===== src/rtl/core/btl_pkg.sv =====
package btl_pkg;

  // Field widths of the item and result words
  localparam int unsigned VAL_W   = 16;
  localparam int unsigned CNT_W   = 9;
  localparam int unsigned IDX_W   = 8;
  localparam int unsigned X100_W  = 23;
  localparam int unsigned OP_W    = 2;
  localparam int unsigned STAT_W  = 2;
  localparam int unsigned CFG_A_W = 2;

  // Default table depths
  localparam int unsigned LEVEL_DEPTH_DEF = 256;
  localparam int unsigned STEP_DEPTH_DEF  = 256;

  // Luminance scale and its operand width
  localparam int unsigned LUM_SCALE = 100;
  localparam int unsigned SCALE_W   = 7;

  localparam logic [X100_W-1:0] X100_MAX = '1;

  typedef enum logic [OP_W-1:0] {
    OP_LEVEL_BRT = 2'd0,
    OP_LEVEL_LUM = 2'd1,
    OP_STEP_BRT  = 2'd2,
    OP_QUERY     = 2'd3
  } op_e;

  typedef enum logic [STAT_W-1:0] {
    STAT_DONE  = 2'd0,
    STAT_WRITE = 2'd1,
    STAT_RANGE = 2'd2
  } status_e;

  typedef enum logic [CFG_A_W-1:0] {
    CFG_LEVEL_COUNT = 2'd0,
    CFG_STEP_COUNT  = 2'd1,
    CFG_UI_COUNT    = 2'd2,
    CFG_HBM_COUNT   = 2'd3
  } cfg_idx_e;

endpackage


===== src/rtl/core/btl_search.sv =====
module btl_search import btl_pkg::*; #(
  parameter int unsigned IW = 9
) (
  input  logic             clk_i,
  input  logic             rst_ni,
  input  logic             start_i,
  input  logic [VAL_W-1:0] key_i,
  input  logic [IW-1:0]    n_i,
  output logic [IW-1:0]    rd_addr_o,
  input  logic [VAL_W-1:0] rd_data_i,
  output logic             done_o,
  output logic [IW-1:0]    index_o
);

  typedef enum logic [6:0] {
    S_IDLE      = 7'b0000001,
    S_RD_FIRST  = 7'b0000010,
    S_CMP_FIRST = 7'b0000100,
    S_RD_LAST   = 7'b0001000,
    S_CMP_LAST  = 7'b0010000,
    S_PROBE     = 7'b0100000,
    S_CMP_MID   = 7'b1000000
  } srch_state_e;

  srch_state_e      state_q, state_d;
  logic             done_q, done_d;
  logic [VAL_W-1:0] key_q, key_d;
  logic [IW-1:0]    n_q, n_d;
  logic [IW-1:0]    lo_q, lo_d;
  logic [IW-1:0]    hi1_q, hi1_d;   // one past the upper bound
  logic [IW-1:0]    mid_q, mid_d;
  logic [IW-1:0]    index_q, index_d;
  logic [IW-1:0]    last;
  logic [IW-1:0]    lo_n, hi1_n, mid_n;

  assign last = n_q - IW'(1);

  always_comb begin
    case (state_q)
      S_RD_LAST: rd_addr_o = last;
      S_PROBE:   rd_addr_o = mid_q;
      default:   rd_addr_o = '0;
    endcase
  end

  always_comb begin
    state_d = state_q;
    done_d  = 1'b0;
    key_d   = key_q;
    n_d     = n_q;
    lo_d    = lo_q;
    hi1_d   = hi1_q;
    mid_d   = mid_q;
    index_d = index_q;

    // narrow the window around the probed entry
    lo_n  = lo_q;
    hi1_n = hi1_q;
    if (rd_data_i < key_q) begin
      lo_n = mid_q + IW'(1);
    end else begin
      hi1_n = mid_q;
    end
    mid_n = lo_n + ((hi1_n - lo_n - IW'(1)) >> 1);

    case (state_q)
      S_IDLE: begin
        if (start_i) begin
          key_d   = key_i;
          n_d     = n_i;
          state_d = S_RD_FIRST;
        end
      end
      S_RD_FIRST: state_d = S_CMP_FIRST;
      S_CMP_FIRST: begin
        if (key_q <= rd_data_i) begin
          index_d = '0;
          done_d  = 1'b1;
          state_d = S_IDLE;
        end else begin
          state_d = S_RD_LAST;
        end
      end
      S_RD_LAST: state_d = S_CMP_LAST;
      S_CMP_LAST: begin
        if (key_q >= rd_data_i) begin
          index_d = last;
          done_d  = 1'b1;
          state_d = S_IDLE;
        end else begin
          lo_d    = '0;
          hi1_d   = n_q;
          mid_d   = last >> 1;
          state_d = S_PROBE;
        end
      end
      S_PROBE: state_d = S_CMP_MID;
      S_CMP_MID: begin
        if (rd_data_i == key_q) begin
          index_d = mid_q;
          done_d  = 1'b1;
          state_d = S_IDLE;
        end else begin
          lo_d  = lo_n;
          hi1_d = hi1_n;
          if (lo_n < hi1_n) begin
            mid_d   = mid_n;
            state_d = S_PROBE;
          end else begin
            index_d = (lo_n > last) ? last : lo_n;
            done_d  = 1'b1;
            state_d = S_IDLE;
          end
        end
      end
      default: state_d = S_IDLE;
    endcase
  end

  always_ff @(posedge clk_i or negedge rst_ni) begin
    if (!rst_ni) begin
      state_q <= S_IDLE;
      done_q  <= 1'b0;
    end else begin
      state_q <= state_d;
      done_q  <= done_d;
    end
  end

  always_ff @(posedge clk_i) begin
    key_q   <= key_d;
    n_q     <= n_d;
    lo_q    <= lo_d;
    hi1_q   <= hi1_d;
    mid_q   <= mid_d;
    index_q <= index_d;
  end

  assign done_o  = done_q;
  assign index_o = index_q;

endmodule


===== config.mk =====
export PLATFORM = sky130hd
export DESIGN_NAME = btl_search
export DESIGN_NICKNAME = d
export VERILOG_FILES = /design/src/rtl/core/btl_pkg.sv /design/src/rtl/core/btl_search.sv
export SDC_FILE = /design/constraint.sdc
export NUM_CORES = 1
export LEC_CHECK = 0
export BUFFER_PORTS_ARGS = -buffer_cell sky130_fd_sc_hd__buf_4
export CORE_ASPECT_RATIO = 0.75
export CORE_UTILIZATION = 30
export DETAILED_ROUTE_END_ITERATION = 8
export HOLD_SLACK_MARGIN = 0.12
export SYNTH_ARGS = -nofsm -noshare
export SYNTH_HDL_FRONTEND = slang
export SYNTH_SLANG_ARGS = --single-unit

===== constraint.sdc =====
create_clock -name clk_i -period 12.5 [get_ports clk_i]
set_clock_uncertainty 0.05 [all_clocks]
set_input_delay 0.625 -clock clk_i [delete_from_list [all_inputs] [get_ports clk_i]]
set_output_delay 0.625 -clock clk_i [all_outputs]
set_load 0.005 [all_outputs]

==> Word level (Yosys, flattened, before mapping) <==
Cells that the tools add are included.
{ "word_totals": {"reg_bits": 69, "wordCells": 69} }
{ "classes": {"add_sub_neg": 5, "n_lt_le_gt_ge": 5, "n_eq_ne": 15, "mux": 30, "reduce_logical": 6} }
{ "op_table": {"columns": ["cell", "n"], "rows": [
  ["$mux 9", 14],
  ["$pmux 9 s2", 4],
  ["$pmux 7 s7", 1],
  ["$pmux 9 s3", 1],
  ["$mux 6", 3],
  ["$sub 9x1->9 const B", 2],
  ["$eq 16x16->1", 1],
  ["$ge 16x16->1", 1],
  ["$le 16x16->1", 1],
  ["$lt 16x16->1", 1],
  ["$ne 2x2->1 const B", 6],
  ["$add 9x1->9 const B", 1],
  ["$add 9x8->9", 1],
  ["$gt 9x9->1", 1],
  ["$lt 9x9->1", 1],
  ["$sub 9x9->9", 1],
  ["$reduce_and 4->1", 2],
  ["$eq 7x1->1 const B", 1],
  ["$eq 7x2->1 const B", 1],
  ["$eq 7x3->1 const B", 1],
  ["$eq 7x4->1 const B", 1],
  ["$eq 7x5->1 const B", 1],
  ["$eq 7x6->1 const B", 1],
  ["$eq 7x7->1 const B", 1],
  ["other kinds (9)", 12]
]} }

==> Longest topological paths before layout <==
{ "logic_depth": {"word_depth": 8, "mapped_depth": 25} }

==> Worst setup path before layout <==
Ideal clock, no wire load.
{ "synth_path": {"path_type": "input to register", "start": "in rd_data_i[15]", "end": "reg mid_q[8], data pin", "setup_ns": 0.266, "t_arrival_ns": 5.209, "required_time_ns": 12.184, "setup_slack_ns": 6.975, "path_stages": 22, "path_buffers": 0, "path_cell_list": "inv_1 > ha_1 > nand4_1 > or4_1 > a31oi_4 > mux2i_1 > inv_1 > ha_1 > and3_1 > nor3b_1 > a221o_1 > nor2_1 > xnor2_1 > ha_1 > a21o_1 > a21oi_1 > o21bai_1 > a21oi_1 > o21bai_1 > a21oi_1 > xnor2_1 > nor2_1"} }
{ "synth_between": {"elab_chain_cells": 8, "word_cells_on_any_way": 9} }
{ "synth_rtl": {"columns": ["element", "line_no", "text"], "rows": [
  ["start, declared", "btl_search.sv:10", "input logic [VAL_W-1:0] rd_data_i,"],
  ["$lt 16x16->1 (*)", "btl_search.sv:59", "if (rd_data_i < key_q) begin"],
  ["$mux 9 (*)", "btl_search.sv:59", null],
  ["via lo_n[1]", "btl_search.sv:34", "logic [IW-1:0] lo_n, hi1_n, mid_n;"],
  ["$sub 9x9->9", "btl_search.sv:64", "mid_n = lo_n + ((hi1_n - lo_n - IW'(1)) >> 1);"],
  ["$sub 9x1->9", "btl_search.sv:64", null],
  ["$add 9x8->9 (*)", "btl_search.sv:64", null],
  ["$mux 9 (*)", "btl_search.sv:106", "if (lo_n < hi1_n) begin"],
  ["$mux 9 (*)", "btl_search.sv:99", "if (rd_data_i == key_q) begin"],
  ["$pmux 9 s2 (*)", "btl_search.sv:66", "case (state_q)"],
  ["end signal, assigned", "btl_search.sv:135", "mid_q <= mid_d;"],
  ["end, declared", "btl_search.sv:31", "logic [IW-1:0] mid_q, mid_d;"]
]} }
The timed path passes the listed nets; every way through them passes the cells marked *. The select of a mux whose other input is x is not followed.
A chain may end at the register's enable or synchronous reset.

==> Worst setup path after layout <==
Same ends and word-level chain as after synthesis.

==> impl_metrics.ini <==
[cts]
h-tree-depth = 3
numCtsBuffers = 9
cts-root-buf = clkbuf_16
cts_tree = yes
clk_pin_slew_ps = 60
cts_buffer_depth = 2
cts.sinks = 69
postCtsResizedCells = 0
post_cts_buffers = 0
insertion_delay_ps = 340

[synthesis]
synthFlopType = edfxtp_1
syn_area_um2 = 4770
yosys-top-cells-area = edfxtp_1, ha_1, o21ai_0
synth-edff-count = 61
synth_cell_types = 53
ys_warn_count = 0
syn_avg_cell_area_um2 = 9.81
synth_cells = 486
ys_seq_area_share_pct = 42.7
synthesis.nets = 581
synthArstFlopShare_pct = 11.6
synth_seq_cells = 69
synth_top_area_share_pct = 38.4
yosysTopAreaCell = edfxtp_1

[flow_run]
drv_cap = 0

[finish]
syn_to_final_growth_pct = 21.5
drive_gt1_share_pct = 16.2
final_cells = 760
fin_area_um2 = 5790
nFillCells = 1541
antenna_cells = 0
final_nets = 645
final_util_pct = 37.7
final_cell_mix = buf_4, edfxtp_1, nor2_1
final_common_cell = buf_4

[route]
viasPerCell = 5.09
drc_errors = 0
drtIter0Drc = 404
first_pass_iters = 5
vias = 3870
wire_per_inst_um = 16.5
ant_nets = 0
finalWirelength_um = 12600

[place]
io_buffer_count = 62
dpl.hpwl_um = 9650
gp_congestion = 0.871
placed_area_um2 = 5470
placed_cells = 743
place_ws_ps = 5800

[floorplan]
start_util_pct = 31.0
core-area_um2 = 15400
io_pins = 63
die-area_um2 = 16400
die_w_um = 148
dieHeight_um = 111
rows = 39

[setup_path]
path_class = primary input to flip-flop
crit_fanout = 28
endpoint_kind = flip-flop
rrSetupSlack_ps = 6100
r2r-start = key_q[15]
rr_worst_depth = 22
endpoint = mid_q[8]
worstSetupStartpoint = rd_data_i[15]
reg2reg_to = mid_q[8]
arrival_ps = 6450
cp.required_ps = 12520
startpoint_type = primary input

[power]
ir_drop_mv = 0.0819
total_leakage_power_uw = 0.00243
cellPowerDensity_nw_per_um2 = 168

[global_routing]
grt_pass1_vias = 3732
grt_util_all_layers_pct = 16.2
grt_pass1_wl_um = 20500
antenna_found_initial = 0
grt_max_degree = 52
grt_overflow = 0

[timing]
min_period_ps = 6430
setup_ws_ps = 6070
finalSetupViolCount = 0
timing_hold_violations_final = 0
slew_headroom_pct = 34.7
tightest_slew_ps = 980
fin_setup_tns_ps = 0
report.final.slew_viol_count = 0
fmax_ghz = 0.156
rsz0062_at_grt = no
post-route-period-util_pct = 51.4

[status]
outcome = complete, no violations

[min_path]
min_path_type = primary input to flip-flop
[synthesized netlist by cell type, types with 9 or more instances]
master and instances:
a21oi_1 36, nor2_1 51, nor3_1 16, ha_1 49
o21ai_0 41, nand3_1 9, edfxtp_1 61, mux2i_1 14
clkbuf_1 12, inv_1 41, xor2_1 10, xnor2_1 19
a21o_1 11, nand2_1 40
[power by group]
part	internal [uW]	switching, uW
sequential	286	20.0
clock	173	94.5
combinational	171	227
total	631	341
[registers in the layout, summed over array words and instances (netlist names)]
signal / count
done_o: 1
hi1_q: 9
index_o: 9
key_q: 16
lo_q: 9
mid_q: 9
n_q: 9
state_q: 7
[routing by layer]
layer | vias to the layer above | GRT usage (%) | wire, um
li1 | 1877 | - | -
met4 | 0 | 3.37 | 69
met2 | 150 | 23.6 | 5310
met5 | - | 0 | 0
met1 | 1838 | 24.3 | 6160
met3 | 5 | 3.62 | 1040
[cell families (layout without fill, tap and decap cells)]
group | after synthesis | after routing | share of synthesized area [%]
flip-flops | 69 | 69 | 42.7
buffers and inverters | 57 | 126 | 4.62
XOR/XNOR | 29 | 29 | 5.33
multiplexers | 16 | 16 | 3.49
AND/OR/NAND/NOR | 144 | 144 | 13.9
adder cells (fa/ha/maj) | 51 | 51 | 13.7
AO/OA/AOI/OAI | 120 | 120 | 16.3
[critical path, stage by stage]
cell      delay (ps)
buf_4             80
inv_1             30
ha_1             320
nand4_1          200
nor4_1           440
a21bo_2          300
a31oi_4          760
mux2i_1          540
inv_1            220
ha_1             410
and3_1           210
nor3b_1          130
a221o_1          360
nor2_1           140
xnor2_1          130
ha_1             310
a21o_1           200
a21oi_1          230
o21bai_1         100
a21oi_1          240
o21bai_1          90
a21oi_1          170
xnor2_1          130
nor2_1            60
[metrics by stage]
stage	power (uW)	hold slack, ps
2_1_floorplan	601	279
3_3_place_gp	693	398
3_5_place_dp	701	398
4_1_cts	972	406
5_1_grt	1040	401
6_report	972	412
[cell type report]
cell class / count / area [um^2] / share of cell area (%)
Timing Repair Buffer: 68 / 513 / 8.86
Clock buffer: 11 / 233 / 4.02
Clock inverter: 5 / 75.1 / 1.30
Tap cell: 205 / 256 / 4.43
Sequential cell: 69 / 2030 / 35.1
Multi-Input combinational cell: 360 / 2520 / 43.6
Inverter: 42 / 158 / 2.72
[worst min-delay path by stage]
stage                  start  endpoint  slack (ps)  depth (start not counted)
floorplan             rst_ni    done_o         280                          0
global placement      rst_ni    done_o         400                          1
detailed placement    rst_ni    done_o         400                          1
CTS                 key_i[2]  key_q[2]         410                          1
global route          n_i[3]    n_q[3]         400                          1
finish              key_i[2]  key_q[2]         410                          1
[timing repair]
action / CTS / global route
endpoints found under the hold margin: 7 / 0
hold buffers: 1 / 0
endpoints found under the setup margin: 0 / 0
Power figures use the tool's default switching activity.
