**config.mk**
```make
export PLATFORM = sky130hd
export DESIGN_NAME = btl_div
export DESIGN_NICKNAME = d
export VERILOG_FILES = /design/src/rtl/core/btl_div.sv
export SDC_FILE = /design/constraint.sdc
export NUM_CORES = 1
export LEC_CHECK = 0
export ABC_AREA = 1
export CORE_ASPECT_RATIO = 1.1
export CORE_UTILIZATION = 57
export CTS_CLUSTER_DIAMETER = 60
export DETAILED_ROUTE_END_ITERATION = 8
export DONT_BUFFER_PORTS = 1
export MAX_ROUTING_LAYER = met4
export PLACE_DENSITY_LB_ADDON = 0.3
export REMOVE_ABC_BUFFERS = 1
export SKIP_LAST_GASP = 1
export SLEW_MARGIN = 10
export SYNTH_ARGS = -nofsm -noshare
export SYNTH_HDL_FRONTEND = slang
export SYNTH_SLANG_ARGS = --single-unit
```
**constraint.sdc**
```tcl
create_clock -name clk_i -period 4.72 [get_ports clk_i]
set_input_delay 0.708 -clock clk_i [delete_from_list [all_inputs] [get_ports clk_i]]
set_output_delay 0.708 -clock clk_i [all_outputs]
set_load 0.1 [all_outputs]
```
**src/rtl/core/btl_div.sv**
```systemverilog
module btl_div #(
  parameter int unsigned DW = 24,
  parameter int unsigned VW = 8
) (
  input  logic          clk_i,
  input  logic          rst_ni,
  input  logic          start_i,
  input  logic [DW-1:0] dividend_i,
  input  logic [VW-1:0] divisor_i,
  output logic          done_o,
  output logic [DW-1:0] quotient_o
);

  localparam int unsigned CW = $clog2(DW + 1);

  logic          busy_q;
  logic          done_q;
  logic [CW-1:0] cnt_q;
  logic [DW-1:0] quo_q;     // dividend bits shift out, quotient bits shift in
  logic [VW-1:0] rem_q;
  logic [VW-1:0] dvs_q;
  logic [VW:0]   trial;
  logic [VW:0]   diff;
  logic          fits;

  assign trial = {rem_q, quo_q[DW-1]};
  assign fits  = (trial >= {1'b0, dvs_q});
  assign diff  = trial - {1'b0, dvs_q};

  always_ff @(posedge clk_i or negedge rst_ni) begin
    if (!rst_ni) begin
      busy_q <= 1'b0;
      done_q <= 1'b0;
      cnt_q  <= '0;
    end else begin
      done_q <= 1'b0;
      if (start_i) begin
        busy_q <= 1'b1;
        cnt_q  <= CW'(DW);
      end else if (busy_q) begin
        cnt_q <= cnt_q - CW'(1);
        if (cnt_q == CW'(1)) begin
          busy_q <= 1'b0;
          done_q <= 1'b1;
        end
      end
    end
  end

  always_ff @(posedge clk_i) begin
    if (start_i) begin
      quo_q <= dividend_i;
      rem_q <= '0;
      dvs_q <= divisor_i;
    end else if (busy_q) begin
      quo_q <= {quo_q[DW-2:0], fits};
      rem_q <= fits ? diff[VW-1:0] : trial[VW-1:0];
    end
  end

  assign done_o     = done_q;
  assign quotient_o = quo_q;

endmodule

```
# After elaboration in Yosys (flattened, before gate mapping)

Cells that the tools add are included.

Bits in registers: 47
Input bits: 35
Output and inout bits: 25

Add/subtract/negate cells: 2
Order comparisons: 1
Equality and inequality tests: 1
Muxes and demuxes: 11
Reduce and logical (&&, ||, !) cells: 1

Operators by type and width:

| operator                                                               | number |
|---|---|
| 24-bit 2-to-1 mux                                                      | 2 |
| 5-bit 2-to-1 mux                                                       | 2 |
| 9-bit by 8-bit >= comparator with 1-bit output                         | 1 |
| 8-bit 2-to-1 mux                                                       | 1 |
| 8-bit subtractor                                                       | 1 |
| 1-bit 2-to-1 mux                                                       | 6 |
| 5-bit by 1-bit equality test with 1-bit output (second input constant) | 1 |
| 5-bit by 1-bit subtractor with 5-bit output (second input constant)    | 1 |
| 2-bit nonzero test                                                     | 1 |

# Logic depth before layout (Yosys ltp)

Gate-level depths: netlist of the first run.

Depth after elaboration: 4
Mapped depth: 12

# Least setup slack after synthesis of the first run

No wires, ideal clock.

Path type: register -> register
Start: register quo_q[23], in the netlist quotient_o[23]
End: register rem_q[4]
Library setup time: 0.113 ns
Arrival: 2.181 ns
Data required time: 4.607 ns
Setup slack: 2.426 ns
Stages on the path, launching flop included: 11
Clock period less this slack: 2.294 ns
Cell sequence: edfxtp_1 inv_1 ha_1 fa_1 inv_1 nand3_1 nand3_1 xnor2_1 nand2_1 nand3_1 nand2_1

Word-level cells in the longest chain between the ends: 2
Elaborated cells on any way between the ends: 3
Classes of those cells: add/sub: 1; order compare: 1; mux: 1

Ends and longest elaborated chain:

| element                                                                            | line   | RTL |
|---|---|---|
| start: declaration                                                                 | 19     | `logic [DW-1:0] quo_q;` |
| start signal: assignment                                                           | 52     | `quo_q <= dividend_i;` |
| start signal: assignment                                                           | 56     | `quo_q <= {quo_q[DW-2:0], fits};` |
| 8-bit subtractor or 9-bit by 8-bit >= comparator with 1-bit output (tied branches) | 28, 27 |  |
| 8-bit 2-to-1 mux (*)                                                               | 57     | `rem_q <= fits ? diff[VW-1:0] : trial[VW-1:0];` |
| end signal: assignment                                                             | 57     |  |
| end: declaration                                                                   | 20     | `logic [VW-1:0] rem_q;` |

Every way passes the cells marked *; elsewhere a longest branch is shown, timed or not.
A chain may end at the register's enable or synchronous reset.

# Final worst setup path of the first run

Ends and elaborated chain as after synthesis.

==> results of run 1 <==
[stage by stage]
| stage | hold slack, ns | worst slack, ns |
|---|---|---|
| 2_1_floorplan | 0.412 | 2.43 |
| 3_3_place_gp | 0.413 | 2.34 |
| 3_5_place_dp | 0.413 | 2.28 |
| 4_1_cts | 0.0799 | 2.27 |
| 5_1_grt | 0.0704 | 2.14 |
| 6_report | 0.0833 | 2.26 |
[where the power goes]
group          switching, mW  internal [mW]  leakage (nW)  total (mW)
sequential             0.216          0.508         0.488       0.724
combinational          0.222          0.147         0.722       0.370
clock                  0.144          0.106        0.0408       0.250
[worst max-delay path by stage]
stage / endpoint / slack (ns) / depth (start not counted)
after global placement: rem_q[4]$_SDFFE_PP0P_ / 2.34 / 10
final: rem_q[4]$_SDFFE_PP0P_ / 2.26 / 10
after CTS: rem_q[4]$_SDFFE_PP0P_ / 2.27 / 10
after floorplan: rem_q[4]$_SDFFE_PP0P_ / 2.43 / 10
after detailed placement: rem_q[4]$_SDFFE_PP0P_ / 2.28 / 10
after global routing: rem_q[4]$_SDFFE_PP0P_ / 2.14 / 10
[layout by cell type (no fill, tap or decap), types with 2 or more instances in the layout]
cell / instances
dfrtp_1: 7
nand2_4: 2
clkinvlp_4: 2
xor2_1: 2
ha_1: 10
nor2_1: 8
edfxtp_1: 32
nor2_2: 3
nand3b_1: 7
clkbuf_8: 5
clkinv_1: 2
dfxtp_1: 8
nand3_1: 16
nand2_1: 120
inv_1: 28
nand2_2: 2
o21ai_0: 3
a21oi_1: 4
nand4_1: 2
[critical path, stage by stage, from the launching register on]
cell,delay [ns]
edfxtp_1,0.96
inv_1,0.18
ha_1,0.28
fa_1,0.40
inv_1,0.10
nand3_1,0.07
nand3_1,0.09
xnor2_1,0.12
nand2_1,0.07
nand3_1,0.06
nand2_1,0.04
[kinds of logic after synthesis]
| group | after synthesis |
|---|---|
| XOR/XNOR | 3 |
| buffers and inverters | 36 |
| AND/OR/NAND/NOR | 164 |
| AO/OA/AOI/OAI | 12 |
| flip-flops | 47 |
| adder cells (fa/ha/maj) | 11 |
[state kept, by name, summed over array words and instances, names as in the netlist]
| signal | flops |
|---|---|
| dvs_q | 8 |
| cnt_q | 5 |
| quotient_o | 24 |
| done_o | 1 |
| busy_q | 1 |
| rem_q | 8 |
[metal layers]
layer | vias to the layer above | track usage, %
met5 | - | -
met4 | 0 | 10.9
met3 | 8 | 6.54
met2 | 57 | 35.3
met1 | 794 | 27.1
li1 | 873 | -
[final cells by class]
cell class / count / area [um2]
Fill cell: 347 / 1460
Sequential cell: 47 / 1300
Multi-Input combinational cell: 190 / 960
Inverter: 31 / 118
Clock buffer: 5 / 68.8
Tap cell: 52 / 65.1
Clock inverter: 3 / 23.8
==> results_dict.tcl, run 1 <==
set metrics [dict create \
    synth.most_common_cell "nand2_1" \
    post_cts_buffers 0 \
    die_w_um 63.8 \
    timing.slew.headroom_pct 35.2 \
    cts_sinks 47 \
    grt_first_pass_wirelength_um 7380 \
    ctsResizeCount 0 \
    cts-buffers-inserted 5 \
    critPathLaunchType "flip-flop" \
    num_io_pins 60 \
    total_power_mw 1.34 \
    cts_hold_buf 0 \
    leakage_nw 1.25 \
    fin_area_um2 2530 \
    wl_per_cell_um 13.3 \
    synthSimpleGateAreaFrac_pct 29.7 \
    synthXorXnorAreaFrac_pct 1.10 \
    peakVddDrop_mv 0.319 \
    synth_top_family_by_area "simple AND/OR/NAND/NOR gates" \
    critPathLaunch "quotient_o[23]$_DFFE_PP_" \
    r2r-end "rem_q[4]$_SDFFE_PP0P_" \
    vias_per_cell 5.28 \
    r2r_start "quotient_o[23]$_DFFE_PP_" \
    dr_wl_met3_um 248 \
    syn_avg_cell_area_um2 8.78 \
    drt-initial-drc-count 94 \
    initial_core_util_pct 60.0 \
    synth_ff_type "edfxtp_1" \
    synth-adder-area-share_pct 6.06 \
    final.setup.tns_ns 0 \
    cts-htree-levels 2 \
    hold_violations 0 \
    setup_violations 0 \
    async_reset_ff_share_pct 14.9 \
    reg2reg_depth 10 \
    antenna_found_initial 0 \
    yosysTopAreaCell "edfxtp_1" \
    overflow 0 \
    die-area_um2 4470 \
    gr-usage-all-layers_pct 22.7 \
    final_nets 321 \
    syn_to_final_growth_pct 5.64 \
    utilization_pct 63.4 \
    synth.top_cell.area_share_pct 40.1 \
    synth_compound_area_share_pct 3.19 \
    synth_cell_types 31 \
    crit_type "flip-flop to flip-flop" \
    worst-path-max-fanout 2 \
    rsz0062_at_grt "no" \
    die-height_um 70 \
    synth_edf_count 32 \
    ys_seq_elements 47 \
    dp_hpwl_um 3140 \
    grt_pass1_vias 1700 \
    drv_slew 0 \
    synth_area_um2 2400 \
    hold_class "input port to async pin" \
    drc_errors 0 \
    num_vias 1732 \
    clk_pin_slew_ns 0.09 \
    dr.pass1.iters 4 \
    dp.cells 320 \
    syn_inst 273 \
    arrival_ns 2.67 \
    io_buffer_count 0 \
    cts_tree "yes" \
    synth-seq-area-share_pct 54.1 \
    antennaDiodeCount 0 \
    place_congestion 0.853 \
    worstSetupEndpointType "flip-flop" \
    core_area_um2 3990 \
    fin_skew_ns 0.00746 \
    rrSetupSlack_ns 2.26 \
    outcome "completed" \
    drv_cap 0 \
    crit_required_ns 4.93 \
    antenna_left 0 \
    pwr_density_cell_nw_per_um2 531 \
    clockBufferDepth 2 \
    period_minus_slack_ns 2.46 \
    place_area_um2 2440 \
    routed_wirelength_um 4370 \
    clock_latency_ns 0.31 \
    wl_met1_um 1930 \
    root_buffer "clkbuf_8" \
    ys_warn_count 0 \
    fmax_mhz 406 \
    synth_common_cells "nand2_1 (120), edfxtp_1 (32), inv_1 (28)" \
    met2_length_um 2060 \
    top_layer "met4" \
    finalCritPeriodShare_pct 52.2 \
    netlist_top_cells_area "edfxtp_1 (40%), nand2_1 (19%), dfrtp_1 (7.3%), dfxtp_1 (6.7%), ha_1 (5.2%)" \
    drive_gt1_share_pct 6.88 \
    fin_cells 328 \
    rows 24 \
    grt_max_degree 36 \
    synthMuxAreaShare_pct 0 \
    worstMarginPinSlew_ns 0.972 \
]
Note: power is estimated with default switching activity, not from simulation.
==> run 2, diff against run 1 <==
CORE_UTILIZATION = 56   (was 57)
clock period = 2 ns   (was 4.72 ns; I/O delays follow)
==> run 2 against run 1 <==
Sequential power up 130%. Non-clock buffer count up 8. Via count up 3.9%. First-iteration DRC count up 7.4%. Core utilization up 0.90 points. Routed wire length up 4.9%. Global-route usage up 0.93 points. Worst hold slack better by 0.0097 ns. Setup slack worse by 2.0 ns. Clock power up 120%. Power up 140%. Combinational power rose to 2.6 times the previous value. Critical endpoint is now quotient_o[0]$_DFFE_PP_.
==> results_dict.tcl, run 2 (same netlist as run 1, synthesis figures left out) <==
set metrics [dict create \
    outcome "completed" \
    clock_latency_ns 0.30 \
    overflow 0 \
    pwr_density_cell_nw_per_um2 1230 \
    leakage_nw 1.29 \
    dr.pass1.iters 4 \
    syn_to_final_growth_pct 7.94 \
    routed_wirelength_um 4580 \
    grt_max_degree 36 \
    die_w_um 64.4 \
    wl_per_cell_um 13.6 \
    cp_cell_sequence "inv_1, ha_1, nand2_1, nand2_1, nand2_1, nand2_2, a21oi_4, a31oi_1" \
    final_nets 329 \
    largest_reg_flops 24 \
    dp_hpwl_um 3300 \
    root_buffer "clkbuf_8" \
    slowest_delay_ns 0.34 \
    worstMarginPinSlew_ns 0.956 \
    fin_skew_ns 0.00206 \
    layout_common_cells "nand2_1 (120), edfxtp_1 (32), inv_1 (28)" \
    timing.slew.headroom_pct 36.3 \
    grt.met2_usage_pct 38.1 \
    critPathLaunchType "flip-flop" \
    hold_class "input port to flip-flop" \
    grt_pass1_vias 1776 \
    worst_slack_ns 0.250 \
    grt_first_pass_wirelength_um 7830 \
    antennaDiodeCount 0 \
    hold_violations 0 \
    period_minus_slack_ns 1.75 \
    grtUsageMet3_pct 5.81 \
    cts-buffers-inserted 5 \
    finalCritPeriodShare_pct 87.5 \
    layout_commonest_cell "nand2_1" \
    crit_buf_inv 1 \
    antenna_left 0 \
    worst-path-max-fanout 10 \
    busiest_layer "met2" \
    arrival_ns 1.78 \
    rsz0062_at_grt "no" \
    antenna_found_initial 0 \
    setup_violations 0 \
    clockBufferDepth 2 \
    n_fill_cell 347 \
    post-place-ws_ns 0.294 \
    cts_tree "yes" \
    cts-htree-levels 2 \
    clk_pin_slew_ns 0.08 \
    cts_sinks 47 \
    min_path_cells 0 \
    reg2reg_depth 8 \
    num_vias 1799 \
    vias_per_cell 5.35 \
    total_power_mw 3.18 \
    place_congestion 0.856 \
    io_buffer_count 0 \
    die-height_um 70.6 \
    slowest_stage "edfxtp_1" \
    peakVddDrop_mv 0.767 \
    gr-usage-all-layers_pct 23.7 \
    crit_type "flip-flop to flip-flop" \
    drt-initial-drc-count 101 \
    drive_gt1_share_pct 8.80 \
    fmax_mhz 572 \
    met1_usage_pct 28.8 \
    die-area_um2 4540 \
    drc_errors 0 \
    worst-path-stages 8 \
    post_cts_buffers 0 \
    drv_cap 0 \
    path_common_cell "nand2_1" \
    worstSetupEndpointType "flip-flop" \
    num_io_pins 60 \
    drv_slew 0 \
    path_delay_family "compound AO/OA/AOI/OAI gates" \
    core_area_um2 4020 \
    initial_core_util_pct 59.5 \
    crit_required_ns 2.03 \
    rrSetupSlack_ns 0.25 \
    rows 24 \
]
==> run 2: changes by cell type in the layout (fill, tap and decap cells not counted), sizes merged <==
cell / before / now
inv: 29 / 28
clkbuf: 5 / 6
buf: 0 / 7
dlygate4sd3: 0 / 1
clkinvlp: 3 / 2
clkinv: 2 / 3
==> run 2: final cells by class <==
cell class | instances | area, um2 | share of cell area [%]
Tap cell | 52 | 65.1 | 2.52
Sequential cell | 47 | 1300 | 50.1
Multi-Input combinational cell | 190 | 960 | 37.1
Timing Repair Buffer | 8 | 62.6 | 2.42
Inverter | 31 | 118 | 4.55
Clock inverter | 2 | 12.5 | 0.484
Clock buffer | 6 | 72.6 | 2.81
==> run 2: path summary, 6_finish.rpt <==
kind,startpoint,endpoint
max in group asynchronous,rst_ni,cnt_q[1]$_DFFE_PN0P_
min reg2reg,rem_q[3]$_SDFFE_PP0P_,rem_q[3]$_SDFFE_PP0P_
max reg2reg,dvs_q[6]$_DFFE_PP_,quotient_o[0]$_DFFE_PP_
max,dvs_q[6]$_DFFE_PP_,quotient_o[0]$_DFFE_PP_
min in group asynchronous,rst_ni,cnt_q[2]$_DFFE_PN0P_
min,divisor_i[7],dvs_q[7]$_DFFE_PP_
==> run 2: layer usage <==
metal  wire length [um]  vias up  part of all wire (%)
li1                   -      897                     -
met4                 97        0                   2.1
met3                323       10                   7.1
met2               2160       74                    47
met5                  0        -                     0
met1               2000      818                    44
==> run 2: through the flow <==
step                instances  cell area (um2)  hold slack [ns]  util [%]  TNS (ns)
global placement          327             2490          0.00452      61.9         0
detailed placement        327             2490          0.00454      61.9         0
global route              336             2590           0.0731      64.3         0
floorplan                 268             2370          0.00441         -     -1.25
finish                    336             2590           0.0930      64.3         0
CTS                       336             2590           0.0839      64.3         0
==> run 2: timing repair <==
item | in CTS | in global routing
resized for setup | 0 | 0
hold endpoints to repair | 7 | 0
hold buffers | 1 | 0
==> run 2: power by group <==
group	leakage, nW	internal, mW	switching (mW)
Sequential	0.488	1.20	0.477
Clock	0.0412	0.244	0.308
Combinational	0.761	0.358	0.592
==> run 3, diff against run 2 <==
CORE_UTILIZATION = 55   (was 56)
==> run 3 against run 2 <==
Sequential power is essentially flat. Fmax grew 2.5%. Core utilization grew 0.60 points. Power grew 5.3%. Critical path type unchanged.
==> results_dict.tcl, run 3 (same netlist as run 1, synthesis figures left out) <==
set metrics [dict create \
    outcome "completed" \
    post-place-ws_ns 0.329 \
    cts-buffers-inserted 5 \
    num_vias 1793 \
    drv_slew 0 \
    layout_commonest_cell "nand2_1" \
    die-area_um2 4620 \
    final_nets 330 \
    slowest_stage "ha_1" \
    arrival_ns 1.74 \
    worstMarginPinSlew_ns 0.953 \
    utilization_pct 64.9 \
    cts_sinks 47 \
    cts_tree "yes" \
    worst-path-max-fanout 10 \
    largest_reg_flops 24 \
    fmax_mhz 586 \
    vias_per_cell 5.32 \
    syn_to_final_growth_pct 9.76 \
    layout_common_cells "nand2_1 (120), edfxtp_1 (32), inv_1 (28)" \
    place_congestion 0.837 \
    wl_per_cell_um 13.5 \
    core_area_um2 4050 \
    routed_wirelength_um 4540 \
    clk_pin_slew_ns 0.09 \
    io_buffer_count 0 \
    pwr_density_cell_nw_per_um2 1270 \
    rsz0062_at_grt "no" \
    dr.pass1.iters 5 \
    antenna_found_initial 0 \
    setup_violations 0 \
    period_minus_slack_ns 1.71 \
    drc_errors 0 \
    grt_pass1_vias 1824 \
    grt_first_pass_wirelength_um 7840 \
    worst_hold_slack_ns 0.0915 \
    path_delay_family "compound AO/OA/AOI/OAI gates" \
    dp.cells 328 \
    initial_core_util_pct 59.1 \
    crit_required_ns 2.04 \
    crit_type "flip-flop to flip-flop" \
    num_io_pins 60 \
    drv_cap 0 \
    combPwrFrac_pct 28.3 \
    p_switching_mw 1.38 \
    path_common_cell "nand2_1" \
    hold_class "input port to flip-flop" \
    drive_gt1_share_pct 9.47 \
    n_fill_cell 346 \
    ctsResizeCount 0 \
    clockBufferDepth 2 \
    seq_power_share_pct 49.9 \
    crit_buf_inv 1 \
    cp_cell_sequence "inv_1, ha_1, nand2_1, nand2_1, nand2_1, nand2_2, a21oi_4, a31oi_1" \
    fin_skew_ns 0.00495 \
    gr-usage-all-layers_pct 23.1 \
    peakVddDrop_mv 0.815 \
    worstSetupEndpointType "flip-flop" \
    dp_hpwl_um 3280 \
    slowest_delay_ns 0.35 \
    clock_latency_ns 0.30 \
    worst_slack_ns 0.293 \
    antenna_left 0 \
    root_buffer "clkbuf_8" \
    rows 24 \
    grt_max_degree 36 \
    drt-initial-drc-count 88 \
    cts-htree-levels 2 \
    clockPowerShare_pct 21.8 \
    p_int_mw 1.97 \
    die_w_um 64.9 \
    critPathLaunchType "flip-flop" \
    antennaDiodeCount 0 \
    hold_violations 0 \
    fin_cells 337 \
    overflow 0 \
    finalCritPeriodShare_pct 85.4 \
    p_sw_share_pct 41.2 \
    die-height_um 71.2 \
    leakage_nw 1.32 \
    timing.slew.headroom_pct 36.5 \
]
run 3: what timing repair did:
item                                   CTS  global route
endpoints found under the hold margin    7             0
buffers inserted                         0             0
hold buffers                             1             0
run 3: area by class of cell:
type / count / area [um2] / area share, %
Inverter: 31 / 118 / 4.47
Clock inverter: 2 / 38.8 / 1.47
Sequential cell: 47 / 1300 / 49.3
Timing Repair Buffer: 9 / 70.1 / 2.66
Clock buffer: 6 / 82.6 / 3.14
Tap cell: 52 / 65.1 / 2.47
Multi-Input combinational cell: 190 / 960 / 36.5
run 3: final timing paths:
check / startpoint / endpoint / slack, ns / cells after the start
setup / recovery: dvs_q[6]$_DFFE_PP_ / quotient_o[0]$_DFFE_PP_ / 0.29 / 8
hold / removal: divisor_i[4] / dvs_q[4]$_DFFE_PP_ / 0.09 / 0
setup reg to reg: dvs_q[6]$_DFFE_PP_ / quotient_o[0]$_DFFE_PP_ / 0.29 / 8
hold reg to reg: rem_q[3]$_SDFFE_PP0P_ / rem_q[3]$_SDFFE_PP0P_ / 0.48 / 2
max in group asynchronous: rst_ni / done_o$_DFF_PN0_ / 1.43 / 1
min in group asynchronous: rst_ni / cnt_q[3]$_DFFE_PN0P_ / 0.32 / 1
run 3: power by group through the flow:
stage	clock network [mW]	logic, mW	registers, mW
4_1_cts	0.741	0.947	1.67
3_5_place_dp	0	0.937	1.68
2_1_floorplan	0	0.728	1.70
6_report	0.731	0.947	1.67
5_1_grt	0.769	1.09	1.69
3_3_place_gp	0	0.910	1.69
run 3: through the flow:
step	setup TNS, ns	cell area, um2	power (mW)
after global routing	0	2630	3.55
after detailed placement	0	2500	2.62
final	0	2630	3.35
after CTS	0	2630	3.35
after global placement	0	2500	2.60
after floorplan	-1.25	2370	2.43
run 3: layer usage:
metal / wire, um / vias to the layer above / GRT usage, %
li1: - / 895 / -
met1: 2000 / 819 / 28.6
met2: 2200 / 75 / 37.0
met3: 315 / 4 / 4.62
met4: 27 / 0 / 9.14
met5: 0 / - / -
